<file path="src/rtl/rpsd_pkg.sv">
// ============================================================================
// rpsd_pkg
// Shared codes and types for the relay pulse scan driver.
// ============================================================================
`default_nettype none

package rpsd_pkg;

   // Relay mode codes
   localparam logic [1:0] MODE_OFF       = 2'd0;
   localparam logic [1:0] MODE_ON        = 2'd1;
   localparam logic [1:0] MODE_PULSE_ON  = 2'd2;
   localparam logic [1:0] MODE_PULSE_OFF = 2'd3;

   // Command codes
   localparam logic OP_SET      = 1'b0;
   localparam logic OP_DISPATCH = 1'b1;

   // Control register indexes
   localparam int unsigned CSR_INDEX_BITS = 2;
   localparam logic [CSR_INDEX_BITS-1:0] REG_PULSE_HALF_PERIOD = 2'd0;
   localparam logic [CSR_INDEX_BITS-1:0] REG_OPEN_DRAIN_COUNT  = 2'd1;

   // Control register widths and reset values
   localparam int unsigned HALF_PERIOD_BITS = 32;
   localparam int unsigned OD_COUNT_BITS    = 4;
   localparam logic [HALF_PERIOD_BITS-1:0] HALF_PERIOD_RESET = 32'd48000000;
   localparam logic [OD_COUNT_BITS-1:0]    OD_COUNT_RESET    = 4'd4;

   // Pin drive word for one serviced relay
   typedef struct packed {
      logic pin_written;
      logic pin_level;
      logic enable_used;
      logic output_enable;
   } drive_type;

endpackage

`default_nettype wire

</file>
<file path="src/rtl/rpsd_drive.sv">
// ============================================================================
// rpsd_drive
// Dispatch evaluation for one relay: pulse timing check, mode toggle and
// pin drive encoding (push-pull or inverted open-drain).
// ============================================================================
`default_nettype none

module rpsd_drive
   import rpsd_pkg::*;
#(
   parameter int unsigned TIME_BITS = 32,
   parameter int unsigned IDX_W     = 4
) (
   input  wire logic [1:0]                  cur_mode,
   input  wire logic [TIME_BITS-1:0]        cur_stamp,
   input  wire logic [TIME_BITS-1:0]        now,
   input  wire logic [IDX_W-1:0]            relay,
   input  wire logic [HALF_PERIOD_BITS-1:0] half_period,
   input  wire logic [OD_COUNT_BITS-1:0]    od_count,
   output      logic [1:0]                  next_mode,
   output      logic                        toggle,
   output      drive_type                   drive
);

   localparam int unsigned CMP_W = (TIME_BITS > HALF_PERIOD_BITS) ? TIME_BITS
                                                                  : HALF_PERIOD_BITS;
   localparam int unsigned NUM_W = (IDX_W > OD_COUNT_BITS) ? IDX_W : OD_COUNT_BITS;

   logic [TIME_BITS-1:0] elapsed;
   logic                 period_over;
   logic                 open_drain;
   logic                 drive_on;
   logic                 drive_any;

   // Elapsed time wraps with the time counter
   assign elapsed     = now - cur_stamp;
   assign period_over = CMP_W'(elapsed) >= CMP_W'(half_period);
   assign open_drain  = NUM_W'(relay) < NUM_W'(od_count);

   // Decide the level to drive and the mode that follows
   always_comb begin
      next_mode = cur_mode;
      toggle    = 1'b0;
      drive_on  = 1'b0;
      drive_any = 1'b0;
      unique case (cur_mode)
         MODE_OFF: begin
            drive_any = 1'b1;
         end
         MODE_ON: begin
            drive_any = 1'b1;
            drive_on  = 1'b1;
         end
         MODE_PULSE_ON: begin
            if (period_over) begin
               toggle    = 1'b1;
               drive_any = 1'b1;
               next_mode = MODE_PULSE_OFF;
            end
         end
         MODE_PULSE_OFF: begin
            if (period_over) begin
               toggle    = 1'b1;
               drive_any = 1'b1;
               drive_on  = 1'b1;
               next_mode = MODE_PULSE_ON;
            end
         end
         default: begin
            next_mode = cur_mode;
         end
      endcase
   end

   // Encode the pin word; open-drain relays are active low with enable
   always_comb begin
      drive.pin_written   = drive_any;
      drive.pin_level     = drive_any & (open_drain ? ~drive_on : drive_on);
      drive.enable_used   = drive_any & open_drain;
      drive.output_enable = drive_any & open_drain & drive_on;
   end

endmodule

`default_nettype wire

</file>
<file path="src/rtl/relay_pulse_scan_driver.sv">
// ============================================================================
// relay_pulse_scan_driver
// Per-relay mode and time stamp store with a round-robin dispatch that
// services one relay per dispatch command, driving its pin when due.
// ============================================================================
// Usage:
//   Command channel: pulse start with req_* valid while busy is low. A set
//   command (req_operation 0) stores req_new_mode and req_now as the stamp
//   for req_relay_index when the mode changes; indexes at or above
//   RELAY_COUNT are dropped. A dispatch (req_operation 1) advances the
//   service pointer and services that relay, driving its pin when due.
//   Result channel: one word per dispatch, shown for one cycle with rsp_strobe
//   starting at the edge after the command edge. Set commands give none.
//   The receiver cannot stall; every word must be taken when strobed.
//   A new command is taken only while busy is low. The state memory is read
//   in the accept cycle and written back in the next one, with busy high
//   meanwhile, so accesses never overlap.
//   CSR channel: csr_ready is always high; write registers while idle.
//   Reset: synchronous, clears the service pointer, the per-relay valid
//   bits (unwritten relays read as off with stamp zero) and loads the CSR
//   reset values. No clearing pass is needed.
// ============================================================================
`default_nettype none

module relay_pulse_scan_driver
   import rpsd_pkg::*;
#(
   parameter int unsigned RELAY_COUNT = 11,
   parameter int unsigned TIME_BITS   = 32
) (
   input  wire logic                        clock,
   input  wire logic                        reset,
   // command channel
   input  wire logic                        start,
   output      logic                        busy,
   input  wire logic                        req_operation,
   input  wire logic [3:0]                  req_relay_index,
   input  wire logic [1:0]                  req_new_mode,
   input  wire logic [31:0]                 req_now,
   // result channel
   output      logic                        rsp_strobe,
   output      logic [3:0]                  rsp_relay_number,
   output      logic                        rsp_pin_written,
   output      logic                        rsp_pin_level,
   output      logic                        rsp_enable_used,
   output      logic                        rsp_output_enable,
   output      logic [1:0]                  rsp_mode_now,
   // control registers
   input  wire logic                        csr_valid,
   output      logic                        csr_ready,
   input  wire logic [CSR_INDEX_BITS-1:0]   csr_index,
   input  wire logic [HALF_PERIOD_BITS-1:0] csr_data
);

   localparam int unsigned IDX_W = (RELAY_COUNT > 1) ? $clog2(RELAY_COUNT) : 1;
   localparam int unsigned CNT_W = (IDX_W > 4) ? IDX_W + 1 : 5;
   localparam logic [IDX_W-1:0] LAST_RELAY = IDX_W'(RELAY_COUNT - 1);

   localparam logic S_IDLE = 1'b0;
   localparam logic S_EXEC = 1'b1;

   // State memory
   logic [1:0]           mode_mem  [RELAY_COUNT];
   logic [TIME_BITS-1:0] stamp_mem [RELAY_COUNT];

   // Control state
   logic                        state_ff, state_in;
   logic [IDX_W-1:0]            ptr_ff, ptr_in;
   logic [RELAY_COUNT-1:0]      valid_ff, valid_in;
   logic [HALF_PERIOD_BITS-1:0] half_period_ff, half_period_in;
   logic [OD_COUNT_BITS-1:0]    od_count_ff, od_count_in;
   logic                        strobe_ff, strobe_in;

   // Command and read-data registers
   logic                 op_ff;
   logic                 hit_ff;
   logic [IDX_W-1:0]     addr_ff;
   logic [1:0]           new_mode_ff;
   logic [TIME_BITS-1:0] now_ff;
   logic [1:0]           rd_mode_ff;
   logic [TIME_BITS-1:0] rd_stamp_ff;
   logic                 rd_valid_ff;

   // Result registers
   logic [3:0] number_ff;
   drive_type  drive_ff;
   logic [1:0] mode_now_ff;

   logic                 accept;
   logic                 set_in_range;
   logic [IDX_W-1:0]     ptr_next;
   logic [IDX_W-1:0]     rd_addr;
   logic [1:0]           cur_mode;
   logic [TIME_BITS-1:0] cur_stamp;
   logic [1:0]           next_mode;
   logic                 toggle;
   drive_type            drive;
   logic                 wr_en;
   logic [1:0]           wr_mode;

   assign busy       = (state_ff == S_EXEC);
   assign accept     = start & ~busy;
   assign csr_ready  = 1'b1;

   // Pick the entry to read: set target or next relay in the scan
   assign set_in_range = CNT_W'(req_relay_index) < CNT_W'(RELAY_COUNT);
   assign ptr_next     = (ptr_ff == LAST_RELAY) ? '0 : ptr_ff + 1'b1;
   always_comb begin
      priority if (req_operation == OP_DISPATCH) begin
         rd_addr = ptr_next;
      end else if (set_in_range) begin
         rd_addr = IDX_W'(req_relay_index);
      end else begin
         rd_addr = '0;
      end
   end

   // Read the entry at the accept edge
   always_ff @(posedge clock) begin
      if (accept) begin
         rd_mode_ff  <= mode_mem[rd_addr];
         rd_stamp_ff <= stamp_mem[rd_addr];
         rd_valid_ff <= valid_ff[rd_addr];
         op_ff       <= req_operation;
         hit_ff      <= set_in_range;
         addr_ff     <= rd_addr;
         new_mode_ff <= req_new_mode;
         now_ff      <= TIME_BITS'(req_now);
      end
   end

   // Unwritten entries read as off with stamp zero
   assign cur_mode  = rd_valid_ff ? rd_mode_ff  : MODE_OFF;
   assign cur_stamp = rd_valid_ff ? rd_stamp_ff : '0;

   rpsd_drive #(
      .TIME_BITS (TIME_BITS),
      .IDX_W     (IDX_W)
   ) u_drive (
      .cur_mode    (cur_mode),
      .cur_stamp   (cur_stamp),
      .now         (now_ff),
      .relay       (addr_ff),
      .half_period (half_period_ff),
      .od_count    (od_count_ff),
      .next_mode   (next_mode),
      .toggle      (toggle),
      .drive       (drive)
   );

   // Decide the write-back
   always_comb begin
      if (op_ff == OP_DISPATCH) begin
         wr_en   = busy & toggle;
         wr_mode = next_mode;
      end else begin
         wr_en   = busy & hit_ff & (cur_mode != new_mode_ff);
         wr_mode = new_mode_ff;
      end
   end

   // Write back modified entry
   always_ff @(posedge clock) begin
      if (wr_en) begin
         mode_mem[addr_ff]  <= wr_mode;
         stamp_mem[addr_ff] <= now_ff;
      end
   end

   // Next-state logic for control registers
   always_comb begin
      state_in       = accept ? S_EXEC : S_IDLE;
      ptr_in         = (accept && req_operation == OP_DISPATCH) ? ptr_next : ptr_ff;
      valid_in       = valid_ff;
      if (wr_en) begin
         valid_in[addr_ff] = 1'b1;
      end
      strobe_in      = busy & (op_ff == OP_DISPATCH);
      half_period_in = half_period_ff;
      od_count_in    = od_count_ff;
      if (csr_valid && csr_ready) begin
         unique case (csr_index)
            REG_PULSE_HALF_PERIOD: half_period_in = csr_data;
            REG_OPEN_DRAIN_COUNT:  od_count_in    = csr_data[OD_COUNT_BITS-1:0];
            default: begin
               half_period_in = half_period_ff;
            end
         endcase
      end
   end

   // Hold control registers
   always_ff @(posedge clock) begin
      if (reset) begin
         state_ff       <= S_IDLE;
         ptr_ff         <= '0;
         valid_ff       <= '0;
         strobe_ff      <= 1'b0;
         half_period_ff <= HALF_PERIOD_RESET;
         od_count_ff    <= OD_COUNT_RESET;
      end else begin
         state_ff       <= state_in;
         ptr_ff         <= ptr_in;
         valid_ff       <= valid_in;
         strobe_ff      <= strobe_in;
         half_period_ff <= half_period_in;
         od_count_ff    <= od_count_in;
      end
   end

   // Register the result word
   always_ff @(posedge clock) begin
      if (busy) begin
         number_ff   <= 4'(addr_ff);
         drive_ff    <= drive;
         mode_now_ff <= next_mode;
      end
   end

   assign rsp_strobe        = strobe_ff;
   assign rsp_relay_number  = number_ff;
   assign rsp_pin_written   = drive_ff.pin_written;
   assign rsp_pin_level     = drive_ff.pin_level;
   assign rsp_enable_used   = drive_ff.enable_used;
   assign rsp_output_enable = drive_ff.output_enable;
   assign rsp_mode_now      = mode_now_ff;

endmodule

`default_nettype wire
</file>
<file path="config.mk">
export PLATFORM = sky130hd
export DESIGN_NAME = relay_pulse_scan_driver
export DESIGN_NICKNAME = d
export VERILOG_FILES = /design/src/rtl/rpsd_pkg.sv /design/src/rtl/rpsd_drive.sv /design/src/rtl/relay_pulse_scan_driver.sv
export SDC_FILE = /design/constraint.sdc
export NUM_CORES = 1
export LEC_CHECK = 0
export CORE_MARGIN = 3
export CORE_UTILIZATION = 66
export CTS_BUF_LIST = sky130_fd_sc_hd__clkbuf_2
export DETAILED_ROUTE_END_ITERATION = 10
export DONT_BUFFER_PORTS = 1
export GPL_TIMING_DRIVEN = 0
export HOLD_SLACK_MARGIN = 0.02
export PLACE_DENSITY = 0.82
export SLEW_MARGIN = 25
export SYNTH_ARGS = -nofsm -noshare
export SYNTH_HDL_FRONTEND = slang
export SYNTH_HIERARCHICAL = 1
export SYNTH_SLANG_ARGS = --single-unit
export TNS_END_PERCENT = 30
</file>
<file path="constraint.sdc">
create_clock -name clock -period 6.88 [get_ports clock]
set_input_delay 0.344 -clock clock [delete_from_list [all_inputs] [get_ports clock]]
set_output_delay 0.344 -clock clock [all_outputs]
set_load 0.01 [all_outputs]
</file>
==> summary.md, run 1 <==
| Metric | Value |
|---|---|
| Status | finished, final reports clean |
| Worst r2r path cells | 23 |
| CTS tree | built |
| Clock tree buffer depth | 3 |
| Setup Skew | around 0.11 ns |
| Largest net degree at the start of global routing | 23 |
| H-tree depth | 3 |
| Worst Setup End Kind | register |
| Antenna violations before repair | 3 |
| CTS sink cnt | 512 |
| First-pass DRT Iterations | 8 |
| Crit Path Class | reg -> reg |
| Ys flop type | edfxtp_1 |
| Maximum fanout along the worst path | 22 |
| CP startpoint | rd_valid_ff |
| Global-route wire length before repair | 94900 um |
| Layout cell share with drive strength beyond 1 | between 10% and 20% |
| Number of CTS-inserted buffers | 119 |
| Number of global-route vias before repair | 16700 |
| Synth Warn # | 6 |
| R2r endpoint | stamp_mem[8][11] |
| I/O pin cnt | 90 |
| Final setup vio count | 0 |
| Crit path capture | stamp_mem[8][11] |
| Yosys cell types | 70 |
| Crit share post-route | ~99% |
| Worst Path Required | between 7 and 8 ns |
| Worst reg-to-reg setup slack | about 0.055 ns |
| Min Hold Slack | roughly 0.12 ns |
| Tightest Pin Transition | 0.917 ns |
| Relative slew slack | approximately two fifths |
| Synth Instances | 1769 |
| Die area | approximately 36000 um2 |
| Row cnt | 66 |
| Drt drc | 0 |
| Antenna-violating nets left | 0 |
| PortBufs | 0 |
| P_leak | about 9.7 nW |
| Asr flop ratio synth | 0% |
| Via count | approximately 17000 |
| Pins Over Slew Limit | 0 |
| Effective utilization at floorplan | about 68% |
| Root buffer cell | clkbuf_2 |
| Skew-Pair Late Insertion Delay | between 1 and 1.5 ns |
| Routed length per placed instance | 24.3 um |
| GR Overflow Total | 0 |
| Netlist Area Pre-Place | about 22000 um2 |
| Critical Path AT | between 7 and 8 ns |
| EDFF count, synth | between 400 and 500 |
| Core ar. | 32900 um2 |
| Fmax | 147 MHz |
| Cell area after layout | approximately 26000 um2 |
| Total power draw | 0.00641 W |
| Syn_nets | 1913 |
| Pwr/cell area | 244 nW/um2 |
| Critical R2R Launch | rd_valid_ff |
| Sequential area share after synthesis | approximately 67% |
| Placer Congestion | between 0.9 and 1 |
| Syn-to-layout area delta | 18.0% |
| Die Width | approximately 190 um |
| Layout Nets | 2224 |
| Global Route Usage Sum | 35.2% |
| Max Cap Viol | 0 |
| Hold Vio Cnt, Final | 0 |
| CTS clk-pin slew, worst paths | around 0.12 ns |
| Tmin final | about 6.8 ns |
| Post-DP HPWL | between 30000 and 40000 um |
| Placement Cell Area | about 23000 um2 |
| Syn_area_per_cell | between 10 and 15 um2 |
| Yosys reg bits | just over 500 |
| Setup TNS Final | 0 ns |
| CP Launch Type | register |
| Die Span Y | 190 um |
| DR iter-0 viols | between 2000 and 2500 |
| Via density | between 6 and 7 |
| Peak supply drop | 0.000178 V |
| Post-Route WL | between 60000 and 70000 um |
| Tightest Hold Check Type | in -> reg |
| Hold Path Stages | 2 |
## cells by family after synthesis
family / after synthesis / share of synthesized area (%)
mux: 42 / 1.90
buf+inv: 177 / 3.56
compound gates: 284 / 9.58
flops: 512 / 66.7
other cells: 1 / 0.0169
fa+ha+maj: 67 / 3.80
xor+xnor: 35 / 1.38
simple gates: 651 / 13.0
## synth_stat cells, drive strengths merged, types with 15 or more instances
cell type / number / area share (%)
nand3: 80 / 1.8
ha: 66 / 3.7
o21ai: 28 / 0.63
edfxtp: 459 / 62
dfxtp: 53 / 4.8
a311oi: 34 / 1.3
mux2i: 40 / 1.8
nor2: 78 / 1.4
a21o: 24 / 0.81
nand2b: 15 / 0.42
xor2: 15 / 0.59
a32oi: 35 / 1.4
and2: 38 / 1.1
a41o: 35 / 1.6
a21oi: 63 / 1.5
buf: 56 / 1.5
xnor2: 20 / 0.79
clkbuf: 35 / 0.59
inv: 86 / 1.5
nand2: 376 / 6.3
## final cells by class
cell class	instances	area (um2)
inverter	86	323
sequential	512	14800
clock buffer	182	911
antenna	5	12.5
tap	442	553
buffer	91	474
multi-input combinational	1080	6730
timing repair buffer	190	2190
clock inverter	38	208
fill	1800	6620
## critical path, cell delays in order, from the launching register on
cell and delay [ns]:
edfxtp_1 0.58, buf_4 0.20, clkbuf_1 0.45, and2_1 0.22
inv_1 0.06, ha_1 0.37, a21oi_1 0.19, o21a_1 0.19
o21ai_0 0.11, a21oi_1 0.27, o21ai_0 0.14, a221oi_1 0.33
o211ai_1 0.21, ha_1 0.35, and4_1 0.28, nand4_1 0.17
nor4_1 0.40, a21oi_2 0.18, nor2b_1 0.24, and2_1 0.26
o21bai_2 0.14, clkbuf_4 0.28, nor2_4 0.54, buf_16 0.26
## per-stage QoR
step,utilization [%],instances,worst slack (ns)
global route,79.8,2623,-0.0396
floorplan,-,1769,0.819
global placement,69.4,2211,-2.01
finish,79.9,2626,0.0545
detailed placement,71.1,2230,-0.265
CTS,79.6,2616,0.0680
## what timing repair did
item / CTS / global route
pin swaps: 0 / 2
setup endpoints to repair: 195 / 377
hold buffers: 166 / 0
endpoints found under the hold margin: 152 / 0
buffers inserted: 0 / 5
gates resized for setup: 3 / 6
gates cloned: 0 / 0
## metal layers
layer | vias to the layer above | share of wire, % | GRT usage [%]
met3 | 268 | 12 | 8.64
met2 | 1381 | 47 | 56.4
li1 | 7208 | - | -
met4 | 0 | 4.7 | 17.4
met5 | - | 0 | 0
met1 | 7994 | 37 | 45.6
## power breakdown
| group | switching [W] | internal, W |
|---|---|---|
| logic | 0.000545 | 0.000343 |
| registers | 0.0000654 | 0.00346 |
| clock network | 0.00122 | 0.000780 |
| total | 0.00183 | 0.00458 |
## sequential cells by signal (all words and copies together), names as in the netlist, 2 cells and up
name and flops:
stamp_mem 352, half_period_ff 32, now_ff 32, rd_stamp_ff 32, mode_mem 22, valid_ff 11, addr_ff 4, od_count_ff 4
ptr_ff 4, rsp_relay_number 4, new_mode_ff 2, rd_mode_ff 2, rsp_mode_now 2
## placed cells by master, fill, tap and decap left out, types with 5 or more instances in the layout
| master | synthesis | layout |
|---|---|---|
| edfxtp_1 | 459 | 459 |
| nand2_1 | 376 | 376 |
| clkbuf_2 | 0 | 183 |
| dlygate4sd3_1 | 0 | 166 |
| inv_1 | 83 | 83 |
| nand3_1 | 80 | 80 |
| ha_1 | 66 | 66 |
| nor2_1 | 74 | 63 |
| a21oi_1 | 62 | 61 |
| dfxtp_1 | 53 | 53 |
| buf_2 | 42 | 42 |
| mux2i_1 | 40 | 40 |
| and2_1 | 37 | 37 |
| a32oi_1 | 35 | 35 |
| a41o_1 | 35 | 35 |
| a311oi_1 | 34 | 34 |
| clkbuf_1 | 35 | 33 |
| clkinv_1 | 0 | 30 |
| o21ai_0 | 25 | 25 |
| a21o_1 | 24 | 24 |
| xnor2_1 | 20 | 20 |
| nand2b_1 | 15 | 15 |
| xor2_1 | 15 | 15 |
| nor2_4 | 3 | 14 |
| nand3b_1 | 12 | 12 |
| o22ai_1 | 12 | 12 |
| buf_16 | 0 | 12 |
| buf_4 | 8 | 11 |
| nand4_1 | 11 | 11 |
| nor3_1 | 9 | 9 |
| buf_12 | 0 | 9 |
| nor2b_1 | 9 | 8 |
| buf_6 | 6 | 6 |
| diode_2 | 0 | 5 |
| o31ai_1 | 5 | 5 |
| or2_2 | 5 | 5 |
| and4_1 | 5 | 5 |
| a221oi_1 | 5 | 5 |
## how the worst min path moves through the flow
stage,from,endpoint
final,start,new_mode_ff[0]
after floorplan,od_count_ff[2],od_count_ff[2]
after global placement,req_now[10],now_ff[10]
after CTS,start,busy
after detailed placement,req_now[22],now_ff[22]
after global routing,start,new_mode_ff[0]
Note: power is estimated with default switching activity, not from simulation.
==> run 2: changes to the inputs <==
--- a/config.mk
+++ b/config.mk
@@ -5,14 +5,17 @@
 export SDC_FILE = /design/constraint.sdc
 export NUM_CORES = 1
 export LEC_CHECK = 0
+export CELL_PAD_IN_SITES_DETAIL_PLACEMENT = 1
+export CELL_PAD_IN_SITES_GLOBAL_PLACEMENT = 1
 export CORE_MARGIN = 3
-export CORE_UTILIZATION = 66
+export CORE_UTILIZATION = 55
 export CTS_BUF_LIST = sky130_fd_sc_hd__clkbuf_2
+export CTS_CLUSTER_DIAMETER = 40
 export DETAILED_ROUTE_END_ITERATION = 10
 export DONT_BUFFER_PORTS = 1
 export GPL_TIMING_DRIVEN = 0
 export HOLD_SLACK_MARGIN = 0.02
-export PLACE_DENSITY = 0.82
+export PLACE_DENSITY_LB_ADDON = 0.1
 export SLEW_MARGIN = 25
 export SYNTH_ARGS = -nofsm -noshare
 export SYNTH_HDL_FRONTEND = slang
==> run 2 against run 1 <==
Compared with the run above:
- hold slack better by 0.089 ns
- flip-flop and latch count unchanged
- clock skew down 0.011 ns
- count of clock-buffer cells in the layout unchanged
- largest cell class unchanged
==> summary.md, run 2 (same netlist as run 1, synthesis figures left out) <==
| Metric | Value |
|---|---|
| Via count | 16400 (-2.5%) |
| Pins Over Slew Limit | 0 (unchanged) |
| P_leak | 9.68 nW (about the same) |
| Number of CTS-inserted buffers | 132 (+11%) |
| Number of global-route vias before repair | 18000 (+8.0%) |
| I/O pin cnt | 90 (unchanged) |
| Status | finished, final reports clean |
| First-pass DRT Iterations | 7 (-1) |
| Root buffer cell | clkbuf_2 |
| Post-Route WL | 72400 um (+13%) |
| Placement Cell Area | 23500 um2 (+0.50%) |
| Pwr/cell area | 248 nW/um2 (+1.3%) |
| Crit share post-route | 96.1% (-3.1 points) |
| CTS sink cnt | 512 (unchanged) |
| Final setup vio count | 0 (unchanged) |
| Max Cap Viol | 0 (unchanged) |
| Critical Path AT | 7.42 ns (-0.15 ns) |
| Tightest Hold Check Type | in -> reg |
| Die area | 42900 um2 (+19%) |
| Largest register by flop count | stamp_mem |
| Global-route wire length before repair | 109000 um (+14%) |
| Placed cells | 2314 (+3.8%) |
| Clock tree buffer depth | 3 (unchanged) |
| Final Non-Filler Cells | 2705 (+3.0%) |
| GR Overflow Total | 0 (unchanged) |
| Commonest non-fill, non-tap cell in the layout | edfxtp_1 |
| Crit Path Class | reg -> reg |
| Relative slew slack | 30.4% (-8.5 points) |
| Skew-Pair Late Insertion Delay | 1.14 ns (+0.02 ns) |
| Max FFs per register | 352 (unchanged) |
| Die Width | 207 um (+9.2%) |
| CTS clk-pin slew, worst paths | 0.11 ns (about the same) |
| Maximum fanout along the worst path | 20 (-9.1%) |
| Fin util | 66.3% (-14 points) |
| Layout cell share with drive strength beyond 1 | 14.9% (+0.47 points) |
| H-tree depth | 4 (+1) |
| Row cnt | 73 (+11%) |
| Cell area after layout | 26400 um2 (+0.65%) |
| Sequential power share | 54.0% (-0.9 points) |
| Syn-to-layout area delta | 18.7% |
| Setup TNS Final | 0 ns (unchanged) |
| CP Launch Type | register |
| Fmax | 151 MHz (+3.2%) |
| Tightest Pin Transition | 1.04 ns (+0.128 ns) |
| Worst Setup End Kind | register |
| Sw Share | 29.2% (+0.64 points) |
| PortBufs | 0 (unchanged) |
| Drt drc | 0 (unchanged) |
| Comb pwr share | 13.7% (about the same) |
| Peak supply drop | 0.000199 V (+12%) |
| Hold Vio Cnt, Final | 0 (unchanged) |
| Layout Nets | 2240 (+0.72%) |
| Via density | 6.08 (-5.3%) |
| Post-DP HPWL | 45000 um (+17%) |
| Clock group share of total power | 32.3% (+1.1 points) |
| Largest net degree at the start of global routing | 24 (+4.3%) |
| Antenna violations before repair | 2 (-1) |
| Effective utilization at floorplan | 55.9% (-12 points) |
| Sw Pwr | 0.00191 W (+4.3%) |
| Worst Path Required | 7.68 ns (+0.06 ns) |
| CTS tree | built |
| Most frequent cells in the layout | 459 x edfxtp_1, 376 x nand2_1, 183 x clkbuf_2, 168 x dlygate4sd3_1, 83 x inv_1 |
| Tmin final | 6.61 ns (-0.211 ns) |
| Global Route Usage Sum | 33.5% (-1.7 points) |
| FILL cells | 3950 (+120%) |
| Routed length per placed instance | 26.8 um (+10%) |
| Die Span Y | 207 um (+9.2%) |
| DR iter-0 viols | 1563 (-34%) |
| Worst reg-to-reg setup slack | 0.27 ns (+0.21 ns) |
| Core ar. | 39800 um2 (+21%) |
| Power Internal | 0.00463 W (+1.1%) |
| Setup Skew | 0.0965 ns (-0.0110 ns) |
| Placer Congestion | 0.846 (-15%) |
| Antenna-violating nets left | 0 (unchanged) |
==> run 2: cell count changes in the layout (fill, tap and decap cells not counted), moves of 2 or more <==
cell / previous run / this run
clkinv_4: 1 / 3
dlygate4sd3_1: 166 / 168
buf_12: 9 / 11
diode_2: 5 / 2
clkinv_1: 30 / 19
==> run 2: area by class of cell <==
class	count	area [um2]	share of cell area (%)
sequential	512	14800	56.2
multi-input combinational	1080	6740	25.5
timing repair buffer	193	2230	8.43
clock buffer	182	911	3.45
tap	525	657	2.49
buffer	91	474	1.79
inverter	86	323	1.22
clock inverter	34	239	0.905
antenna	2	5.00	0.0189
==> run 2: stage by stage <==
| step | setup slack, ns | total power [W] | hold WS, ns |
|---|---|---|---|
| after detailed placement | -0.683 | 0.00438 | 0.443 |
| after CTS | 0.0274 | 0.00650 | 0.0580 |
| final | 0.266 | 0.00654 | 0.212 |
| after global placement | -2.56 | 0.00433 | 0.443 |
| after floorplan | 0.819 | 0.00409 | 0.435 |
| after global routing | -0.0228 | 0.00683 | 0.111 |
==> run 2: worst max-delay path, stage by stage, from the launching register on <==
cell and delay (ns):
edfxtp_1 0.49, clkbuf_2 0.33, and2_1 0.17, inv_1 0.04
ha_1 0.32, clkbuf_1 0.25, a21oi_1 0.20, o21ai_0 0.15
a2111oi_2 0.43, o31ai_1 0.17, a2111oi_0 0.40, nor3_1 0.13
xor2_1 0.17, ha_1 0.32, a21o_1 0.19, a221o_1 0.33
a221oi_1 0.28, o21ai_0 0.16, a21oi_2 0.35, nor2b_1 0.13
and2_1 0.24, o21bai_2 0.27, clkbuf_4 0.34, nor2_4 0.08
buf_12 0.17, buf_12 0.18
==> run 2: repair_timing <==
item / 4_1_cts / 5_1_grt
hold buffers: 168 / 0
setup buffers: 2 / 3
endpoints found under the setup margin: 353 / 370
pin swaps: 2 / 1
hold endpoints to repair: 169 / 0
resized for setup: 4 / 7
==> run 2: path summary, 6_finish.rpt <==
kind,start,endpoint,depth (start not counted)
worst min register to register,valid_ff[6],valid_ff[6],2
worst min-delay path,start,now_ff[1],2
worst max register to register,rd_valid_ff,stamp_mem[5][27],25
worst max-delay path,rd_valid_ff,stamp_mem[5][27],25
==> run 2: routing by layer <==
layer | GRT usage, % | share of wire [%] | vias up
li1 | - | - | 7204
met1 | 42.7 | 39 | 8233
met2 | 56.3 | 49 | 825
met3 | 7.95 | 8.3 | 172
met4 | 12.1 | 3.2 | 0
met5 | 0 | 0 | -
==> run 2: power groups by stage <==
stage / Clock [W] / Combinational (W) / Sequential [W]
2_1_floorplan: 0 / 0.000523 / 0.00356
3_3_place_gp: 0 / 0.000730 / 0.00360
3_5_place_dp: 0 / 0.000781 / 0.00360
4_1_cts: 0.00212 / 0.000857 / 0.00353
5_1_grt: 0.00232 / 0.000966 / 0.00354
6_report: 0.00211 / 0.000897 / 0.00353
==> run 3: changes to the inputs <==
--- a/config.mk
+++ b/config.mk
@@ -7,7 +7,7 @@
 export LEC_CHECK = 0
 export CELL_PAD_IN_SITES_DETAIL_PLACEMENT = 1
 export CELL_PAD_IN_SITES_GLOBAL_PLACEMENT = 1
-export CORE_MARGIN = 3
+export CORE_MARGIN = 2
 export CORE_UTILIZATION = 55
 export CTS_BUF_LIST = sky130_fd_sc_hd__clkbuf_2
 export CTS_CLUSTER_DIAMETER = 40
==> run 3 against run 2 <==
Compared with the run above:
- the flow now finishes with violations (setup timing)
- largest power group unchanged
- hold slack lost 0.032 ns
- count of clock-buffer cells in the layout grew 9
- global-route usage grew 4.6 points
- largest cell class unchanged
- critical endpoint is now stamp_mem[9][19]
==> summary.md, run 3 (same netlist as run 1, synthesis figures left out) <==
| Metric | Value |
|---|---|
| Placement Cell Area | 23600 um2 (+0.60%) |
| H-tree depth | 4 (unchanged) |
| Hold Vio Cnt, Final | 0 (unchanged) |
| Row cnt | 73 (unchanged) |
| CTS clk-pin slew, worst paths | 0.12 ns (about the same) |
| Crit share post-route | 102% (+5.6 points) |
| Clock tree buffer depth | 3 (unchanged) |
| Peak supply drop | 0.000163 V (-18%) |
| Global Route Usage Sum | 38.0% (+4.6 points) |
| Max FFs per register | 352 (unchanged) |
| Die Span Y | 205 um (-0.97%) |
| Post-Route WL | 78500 um (+8.4%) |
| Failing checks | setup timing |
| Maximum fanout along the worst path | 21 (+5.0%) |
| Most frequent cells in the layout | 459 x edfxtp_1, 376 x nand2_1, 193 x clkbuf_2, 191 x dlygate4sd3_1, 83 x inv_1 |
| Slowest stage cell, crit path | nor2_4 |
| Worst reg-to-reg setup slack | -0.12 ns (-0.39 ns) |
| Fmax | 143 MHz (-5.5%) |
| Final setup margin | -0.122 ns (-0.388 ns) |
| Worst Setup End Kind | register |
| Relative slew slack | 31.8% (+1.5 points) |
| PortBufs | 0 (unchanged) |
| Routed length per placed instance | 28.6 um (+6.7%) |
| Post-DP HPWL | 46500 um (+3.2%) |
| Placer Congestion | 0.915 (+8.1%) |
| Syn-to-layout area delta | 21.0% |
| Pre-CTS setup slack | -0.722 ns (-0.0390 ns) |
| Core ar. | 39800 um2 (unchanged) |
| Pwr/cell area | 248 nW/um2 (+0.16%) |
| DR iter-0 viols | 1650 (+5.6%) |
| GR Overflow Total | 0 (unchanged) |
| First-pass DRT Iterations | 5 (-2) |
| Tightest Hold Check Type | in -> reg |
| P_leak | 9.95 nW (+2.8%) |
| Crit-path cells | clkbuf_2, and2_1, inv_1, ha_1, a21oi_1, o22ai_1, nor3b_1, a31oi_1, a21o_1, a221oi_1, o211ai_1, ha_1, and4_1, nand4_1, nor4_1, a21oi_2, nor2b_1, and2_1, o21bai_1, nor2_4, buf_12 |
| Largest register by flop count | stamp_mem |
| Via density | 6.26 (+3.1%) |
| Fin util | 67.6% (+1.2 points) |
| Hold Path Stages | 2 (unchanged) |
| Setup Skew | 0.0977 ns (+0.00115 ns) |
| Final setup vio count | 71 (+71) |
| I/O pin cnt | 90 (unchanged) |
| Status | complete, but fails checks |
| Antenna-violating nets left | 0 (unchanged) |
| FILL cells | 3918 (-0.81%) |
| Die Width | 205 um (-0.97%) |
| Critical Path AT | 8.00 ns (+0.58 ns) |
| Layout Nets | 2278 (+1.7%) |
| Slowest stage delay, CP | 0.61 ns (+0.12 ns) |
| Reg area | 14800 um2 (unchanged) |
| Die area | 42100 um2 (-1.9%) |
| Antenna violations before repair | 5 (+3) |
| Via count | 17200 (+4.8%) |
| Layout cell share with drive strength beyond 1 | 15.7% (+0.81 points) |
| CTS tree | built |
| Worst Path Required | 7.88 ns (+0.20 ns) |
| Tmin final | 7.00 ns (+0.388 ns) |
| Crit Path Class | reg -> reg |
| Cell area after layout | 26900 um2 (+1.9%) |
| Effective utilization at floorplan | 55.9% (unchanged) |
| Drt drc | 0 (unchanged) |
| Max Cap Viol | 0 (unchanged) |
| Commonest non-fill, non-tap cell in the layout | edfxtp_1 |
| Skew-Pair Late Insertion Delay | 1.36 ns (+0.22 ns) |
| Global-route wire length before repair | 115000 um (+5.9%) |
| Pins Over Slew Limit | 0 (unchanged) |
| CTS sink cnt | 512 (unchanged) |
| Tightest Pin Transition | 1.02 ns (-0.0219 ns) |
| CP Launch Type | register |
| Root buffer cell | clkbuf_2 |
| Worst r2r path cells | 21 (-16%) |
| Multi-input gate area | 6740 um2 (unchanged) |
| Number of global-route vias before repair | 18700 (+3.5%) |
| Min Hold Slack | 0.181 ns (-0.0316 ns) |
| Number of CTS-inserted buffers | 134 (+1.5%) |
| Largest net degree at the start of global routing | 22 (-8.3%) |
[run 3: changes by cell type in the layout (fill, tap and decap cells not counted), moves of 8 or more]
| cell | before | now |
|---|---|---|
| dlygate4sd3_1 | 168 | 191 |
| buf_4 | 11 | 21 |
| buf_16 | 11 | 19 |
| clkbuf_2 | 183 | 193 |
[run 3: final cells by class]
| type | count | area share [%] |
|---|---|---|
| timing repair buffer | 231 | 10.0 |
| multi-input combinational | 1080 | 25.0 |
| clock inverter | 30 | 0.823 |
| sequential | 512 | 55.2 |
| inverter | 86 | 1.20 |
| antenna | 5 | 0.0465 |
| clock buffer | 191 | 3.55 |
| tap | 525 | 2.44 |
| buffer | 89 | 1.74 |
[run 3: final timing paths]
kind / startpoint / end
max: rd_valid_ff / stamp_mem[9][19]
min: req_now[11] / now_ff[11]
max reg2reg: rd_valid_ff / stamp_mem[9][19]
min reg2reg: valid_ff[6] / valid_ff[6]
[run 3: power breakdown]
group | leakage [nW] | internal (W) | switching, W
registers | 4.61 | 0.00346 | 0.0000745
logic | 4.44 | 0.000364 | 0.000603
clock network | 0.894 | 0.000855 | 0.00132
total | 9.95 | 0.00468 | 0.00200
[run 3: metal layers]
layer	GRT usage [%]	vias up	part of all wire [%]
li1	-	7282	-
met1	45.4	8604	38
met2	62.6	1038	48
met3	9.02	294	8.0
met4	23.2	2	5.7
met5	0	-	0.019
[run 3: critical path, delay by kind of cell (launching register included)]
kind / cells / cell delay (ns)
simple gates: 8 / 2.86
fa+ha+maj: 2 / 0.79
buf+inv: 3 / 0.60
compound gates: 8 / 1.86
flops: 1 / 0.53
[run 3: what timing repair did]
| item | in CTS | in global routing |
|---|---|---|
| hold buffers | 191 | 0 |
| setup buffers | 9 | 7 |
| gates resized for setup | 5 | 8 |
| endpoints found under the setup margin | 347 | 372 |
| pin swaps | 5 | 3 |
| hold endpoints to repair | 202 | 0 |
[run 3: stage by stage]
| step | TNS [ns] | instances | power, W |
|---|---|---|---|
| final | -3.49 | 2749 | 0.00667 |
| after global placement | -867.20 | 2294 | 0.00433 |
| after detailed placement | -119.89 | 2318 | 0.00439 |
| after global routing | -4.52 | 2748 | 0.00689 |
| after CTS | 0 | 2739 | 0.00656 |
| after floorplan | 0 | 1769 | 0.00409 |
